===== src/design/fpfl_ram.sv =====
// Generic single-write, single-read RAM with registered read data.
`default_nettype none

module fpfl_ram #(
    parameter int WIDTH = 8,
    parameter int DEPTH = 16
) (
    input  wire logic                     clk,
    input  wire logic                     wr_en,
    input  wire logic [$clog2(DEPTH)-1:0] wr_addr,
    input  wire logic [WIDTH-1:0]         wr_data,
    input  wire logic                     rd_en,
    input  wire logic [$clog2(DEPTH)-1:0] rd_addr,
    output logic      [WIDTH-1:0]         rd_data
);

    logic [WIDTH-1:0] mem [DEPTH];

    // Write port
    always_ff @(posedge clk)
    begin
        if (wr_en)
        begin
            mem[wr_addr] <= wr_data;
        end
    end

    // Registered read port
    always_ff @(posedge clk)
    begin
        if (rd_en)
        begin
            rd_data <= mem[rd_addr];
        end
    end

endmodule

`default_nettype wire


===== config.mk =====
export PLATFORM = sky130hd
export DESIGN_NAME = fpfl_ram
export DESIGN_NICKNAME = d
export VERILOG_FILES = /design/src/design/fpfl_ram.sv
export SDC_FILE = /design/constraint.sdc
export NUM_CORES = 1
export LEC_CHECK = 0
export BUFFER_PORTS_ARGS = -buffer_cell sky130_fd_sc_hd__buf_2
export CORE_ASPECT_RATIO = 0.5
export CORE_MARGIN = 1.5
export CORE_UTILIZATION = 65
export CTS_CLUSTER_SIZE = 24
export DETAILED_ROUTE_END_ITERATION = 8
export PLACE_DENSITY_LB_ADDON = 0.3
export SLEW_MARGIN = 20
export SYNTH_ARGS = -nofsm -noshare
export SYNTH_HDL_FRONTEND = slang
export SYNTH_SLANG_ARGS = --single-unit

===== constraint.sdc =====
create_clock -name clk -period 2.3 [get_ports clk]
set_input_delay 0.115 -clock clk [delete_from_list [all_inputs] [get_ports clk]]
set_output_delay 0.115 -clock clk [all_outputs]
set_load 0.05 [all_outputs]

==> summary.txt, run 1 <==
Post_cts resized -> 0
Setup Skew -> 0.0131 ns
Via count -> 2591
Area grow syn2layout -> 15.1%
H-Tree Depth -> 4
Post-placement cell count -> 369
Num rows -> 22
Yosys reg bits -> 136
ANT nets after route -> 0
CP endpoint kind -> register
Ports -> 27
TritonCTS buffer count -> 17
GP Congestion -> 0.800
Post-layout min period -> 1.61 ns
RSZ-0062 raised after global routing -> no
GR Overflow Total -> 0
N_diodes -> 0
Main synth FF type -> edfxtp_1
Setup CP Type -> register to register
Syn_area_per_cell -> 22.8 um2
Fin crit share -> 69.9%
Clock latency on the worst-skew pair -> 0.42 ns
Initial antenna violation count -> 0
Setup-failing EPs final -> 0
M1 WL -> 4.40 mm
Router iterations before antenna repair -> 5
Netlist area before placement -> 0.00523 mm2
Layout cells sized above 1 -> 28.3%
Register area -> 0.00408 mm2
GRT Total Usage -> 28.7%
Area of the multi-input gates -> 0.00106 mm2
Die Span Y -> 66.4 um
Crit path DAT -> 1.76 ns
Maximum fanout along the worst path -> 1
Max frequency -> 622 MHz
Final Instance Count excl. Fillers -> 398
Routed wl met2 -> 4.97 mm
Initial Util -> 69.3%
Status -> completed
WL/cell -> 26.9 um
Required @ worst endpoint -> 2.46 ns
Post-synth EDFFs -> 136
Post-synth cell types -> 18
CTS root buf -> clkbuf_16
Relative slew slack -> 45.2%
First-pass GRT wire length -> 15.8 mm
FFs w/ async S/R, synth -> 0%
Synthesis Warnings -> 0
Hold Vio Cnt, Final -> 0
Max-cap viol count -> 0
Static Leak -> 0.00203 uW
DRC -> 0
Drt total wl -> 10.7 mm
Die area -> 0.00862 mm2
Register area share after synthesis -> 78.1%
Detailed placement HPWL -> 6.42 mm
DR iter-0 viols -> 392
Startpoint Class -> register
Top Metal Used -> met4
Met3 routed WL -> 1.26 mm
Port-buffer cells -> 26
Clock sink count -> 136
Pwr Density -> 889 mW/mm2
Actual slew at the worst max-slew pin -> 0.820 ns
Hold WC Path Type -> input port to register
Vias per Instance -> 6.51
Pin count of the biggest net entering global routing -> 33
Filler cells -> 384
Worst-path clk slew -> 0.06 ns
Core Region -> 0.00754 mm2
Number of global-route vias before repair -> 2601
Setup_tns -> 0 ns
Post-synthesis net count -> 248
Die width -> 130 um
Setup repair bufs after CTS -> 0
Max Slew Vio Count -> 0
Clock Path Buffers -> 2
Hold Buf Count CTS -> 0
CTS tree -> yes
Fin nets -> 299
Cell count after synthesis -> 229
Peak supply drop -> 593 uV
## cells in the final DEF, fill, tap and decap left out, types with 2 or more instances in the layout
cell type and n:
edfxtp_1 136, buf_2 26, mux4_2 18, clkbuf_16 17, a22oi_1 16, buf_4 15, mux4_1 14, nor2_1 13
nand2_1 9, nor3_1 4, clkbuf_1 4, clkinv_2 4, clkinv_1 4, nand3b_1 2, nand2b_1 2
## kinds of logic after synthesis
group	share of synthesized area, %
multiplexers	14.8
AO/OA/AOI/OAI	2.30
AND/OR/NAND/NOR	3.14
flip-flops	78.1
buffers and inverters	1.65
## state kept, by name, summed over array words and instances (netlist names)
register and flops:
mem 128, rd_data 8
## report_power, final
part           switching (uW)  total, uW  internal (uW)
logic                     194        300            106
clock network             901       2230           1330
registers                19.4       2820           2800
## area by class of cell
class | instances | area share, %
tap | 108 | 2.25
multi-input combinational | 83 | 17.6
timing repair buffer | 42 | 4.37
sequential | 136 | 67.9
clock buffer | 21 | 7.32
clock inverter | 8 | 0.582
## layer usage
| layer | track usage, % | vias up |
|---|---|---|
| li1 | - | 1079 |
| met1 | 40.0 | 1359 |
| met2 | 40.4 | 145 |
| met3 | 14.0 | 8 |
| met4 | 9.31 | 0 |
| met5 | 0 | - |
## cell usage after synthesis (all sizes together) (2+ instances only)
cell type      number  share of area [%]
nand3b              2               0.29
nand2b              2               0.24
buf                 7                1.1
edfxtp            136                 78
a22oi              16                2.3
nor3                4               0.38
nand2               9               0.65
mux4               32                 15
clkdlybuf4s25       3               0.57
nor2               13               0.93
## path summary, 6_finish.rpt
| kind | startpoint | to | cells after the start | slack, ns |
|---|---|---|---|---|
| hold reg to reg | mem[7][7] | rd_data[7] | 3 | 0.75 |
| setup reg to reg | mem[0][0] | rd_data[0] | 3 | 0.69 |
| hold / removal | rd_en | rd_data[7] | 1 | 0.08 |
| setup / recovery | mem[0][0] | rd_data[0] | 3 | 0.69 |
## worst max-delay path, stage by stage (launching register included)
cell	delay (ns)
edfxtp_1	0.38
mux4_1	0.52
a22oi_1	0.35
nand2_1	0.09
## metrics by stage
stage               total power [uW]  cell area (um2)  utilization [%]  hold WS (ns)  setup WS (ns)
floorplan                       3040             5230                -         0.214          0.692
global placement                3140             5540             73.4         0.499          0.487
detailed placement              3160             5540             73.4         0.502          0.434
CTS                             5370             6010             79.7        0.0675          0.694
global route                    5490             6010             79.7        0.0739          0.640
finish                          5350             6010             79.7        0.0829          0.693
No activity file was read; power rests on OpenSTA's default activity.
==> run 2: changes to the inputs <==
--- a/config.mk
+++ b/config.mk
@@ -5,10 +5,11 @@
 export SDC_FILE = /design/constraint.sdc
 export NUM_CORES = 1
 export LEC_CHECK = 0
+export ABC_AREA = 1
 export BUFFER_PORTS_ARGS = -buffer_cell sky130_fd_sc_hd__buf_2
 export CORE_ASPECT_RATIO = 0.5
 export CORE_MARGIN = 1.5
-export CORE_UTILIZATION = 65
+export CORE_UTILIZATION = 61
 export CTS_CLUSTER_SIZE = 24
 export DETAILED_ROUTE_END_ITERATION = 8
 export PLACE_DENSITY_LB_ADDON = 0.3
==> constraint.sdc (replaced) <==
create_clock -name clk -period 1.5 [get_ports clk]
set_input_delay 0.075 -clock clk [delete_from_list [all_inputs] [get_ports clk]]
set_output_delay 0.075 -clock clk [all_outputs]
set_load 0.05 [all_outputs]
==> run 2 against run 1 <==
Core utilization decreased by 8.6 points. Highest routed layer unchanged. Design area increased by 11%. Clock power increased by 66%. Synthesized area increased by 12%. Critical endpoint is now rd_data[2]. Largest power group unchanged. Flip-flop and latch count unchanged. Maximum frequency increased by 35%. Clock skew decreased by 0.0071 ns. Critical path depth increased by 3. First-iteration DRC count increased by 48%.
==> summary.txt, run 2 <==
Status -> completed
Top cells by area, synth -> edfxtp_1 70%, nand2_1 11%, nand3_1 8.3%
ANT nets after route -> 0
Fin nets -> 614
Setup CP Type -> register to register
Drt total wl -> 13.3 mm
Static Leak -> 0.00291 uW
Hold Buf Count CTS -> 0
Worst r2r src -> mem[0][2]
First-pass GRT wire length -> 20.5 mm
RSZ-0062 raised after global routing -> no
Syn_area_per_cell -> 10.6 um2
Die width -> 141 um
Layout cells sized above 1 -> 12.7%
Most common cell in the netlist -> nand2_1
Hold Vio Cnt, Final -> 0
Most common cell after layout, fill and taps aside -> nand2_1
Pwr Density -> 1290 mW/mm2
Hold Path Sink -> rd_data[7]
Startpoint Class -> register
Filler cells -> 623
Ports -> 27
N_diodes -> 0
TritonCTS buffer count -> 17
Setup Skew -> 0.00601 ns
Post-synthesis net count -> 570
Synthesis Warnings -> 0
Yosys reg bits -> 136
DR iter-0 viols -> 582
Cell taking the most area after synthesis -> edfxtp_1
H-Tree Depth -> 4
GP Congestion -> 0.864
R2R cell count -> 6
Setup-failing EPs final -> 0
Post-layout min period -> 1.19 ns
Critical path origin -> mem[0][2]
CTS tree -> yes
Fin crit share -> 79.3%
Synth top area share -> 69.8%
Min-delay src -> rd_en
Clock latency on the worst-skew pair -> 0.41 ns
Num rows -> 25
Synth top cells by count -> 173 x nand2_1, 136 x edfxtp_1, 100 x inv_1
Post-synth EDFFs -> 136
Clock Path Buffers -> 2
Biggest register -> mem
Area of the multi-input gates -> 0.00121 mm2
Max reg flops -> 128
Pin count of the biggest net entering global routing -> 49
Die area -> 0.0102 mm2
Via count -> 4057
CP endpoint kind -> register
Total power -> 8600 uW
Router iterations before antenna repair -> 6
Area grow syn2layout -> 14.2%
Main synth FF type -> edfxtp_1
Top flop regs -> mem x128, rd_data x8
Crit path DAT -> 1.35 ns
Worst R2R Setup Slack -> 0.31 ns
R2r endpoint -> rd_data[2]
Required @ worst endpoint -> 1.67 ns
DRC -> 0
Die Span Y -> 72.2 um
Max-cap viol count -> 0
GR Overflow Total -> 0
Peak supply drop -> 1000 uV
Actual slew at the worst max-slew pin -> 0.631 ns
Post-synth cell types -> 11
Port-buffer cells -> 26
Max Slew Vio Count -> 0
Max frequency -> 841 MHz
Relative slew slack -> 57.8%
Netlist area before placement -> 0.00585 mm2
CTS root buf -> clkbuf_16
Hold WC Path Type -> input port to register
Cell count after synthesis -> 551
Detailed placement HPWL -> 7.91 mm
Setup repair bufs after CTS -> 0
FFs w/ async S/R, synth -> 0%
Register area share after synthesis -> 69.8%
Setup_tns -> 0 ns
Core Region -> 0.00938 mm2
Hold depth -> 1
Register area -> 0.00408 mm2
WL/cell -> 18.2 um
Initial Util -> 62.3%
Clock sink count -> 136
Vias per Instance -> 5.57
GRT Total Usage -> 28.3%
Maximum fanout along the worst path -> 1
Worst-path clk slew -> 0.06 ns
Number of global-route vias before repair -> 3705
Post_cts resized -> 0
Initial antenna violation count -> 0
Min Hold Slack -> 0.0241 ns
Commonest cells after routing, fill and taps aside -> 173 x nand2_1, 136 x edfxtp_1, 100 x inv_1, 97 x nand3_1, 26 x buf_2
run 2: worst max-delay path, stage by stage, from the launching register on:
cell and delay (ns):
edfxtp_1 0.36, inv_1 0.07, nand2_1 0.06, nand3_1 0.09
nand3_1 0.15, nand3_1 0.15, nand2_1 0.06
run 2: worst max-delay path by stage:
stage | end | slack (ns) | depth (start not counted)
final | rd_data[2] | 0.31 | 6
after global routing | rd_data[5] | 0.28 | 6
after CTS | rd_data[2] | 0.35 | 6
after detailed placement | rd_data[2] | 0.17 | 8
after global placement | rd_data[2] | 0.20 | 8
after floorplan | mem[10][0] | 0.47 | 2
run 2: cell families after synthesis:
family,Yosys count,share of synthesized area [%]
buffers and inverters,126,9.39
DFF,136,69.8
and+or+nand+nor,289,20.8
run 2: metrics by stage:
| stage | util (%) | std cells | cell area (um2) | setup WS [ns] |
|---|---|---|---|---|
| CTS | 71.2 | 728 | 6680 | 0.346 |
| detailed placement | 65.6 | 697 | 6160 | 0.166 |
| global route | 71.2 | 728 | 6680 | 0.276 |
| floorplan | - | 551 | 5850 | 0.474 |
| finish | 71.2 | 728 | 6680 | 0.311 |
| global placement | 65.6 | 697 | 6160 | 0.203 |
run 2: cell type report:
cell class	instances	share of cell area (%)
inverters	102	5.73
repair buffers	49	4.91
clock inverters	12	1.29
multi-input cells	289	18.2
well taps	121	2.27
flip-flops and latches	136	61.1
clock buffers	19	6.48
run 2: report_power, final:
group	internal (uW)	switching, uW
logic	155	438
clock network	2230	1480
registers	4280	24.8
total	6660	1940
run 2: routing by layer:
metal,GRT usage [%],vias to the layer above,routed length [um]
li1,-,1872,-
met1,42.5,1947,5640
met2,40.9,211,6020
met3,7.72,27,1360
met4,9.39,0,254
met5,0,-,0
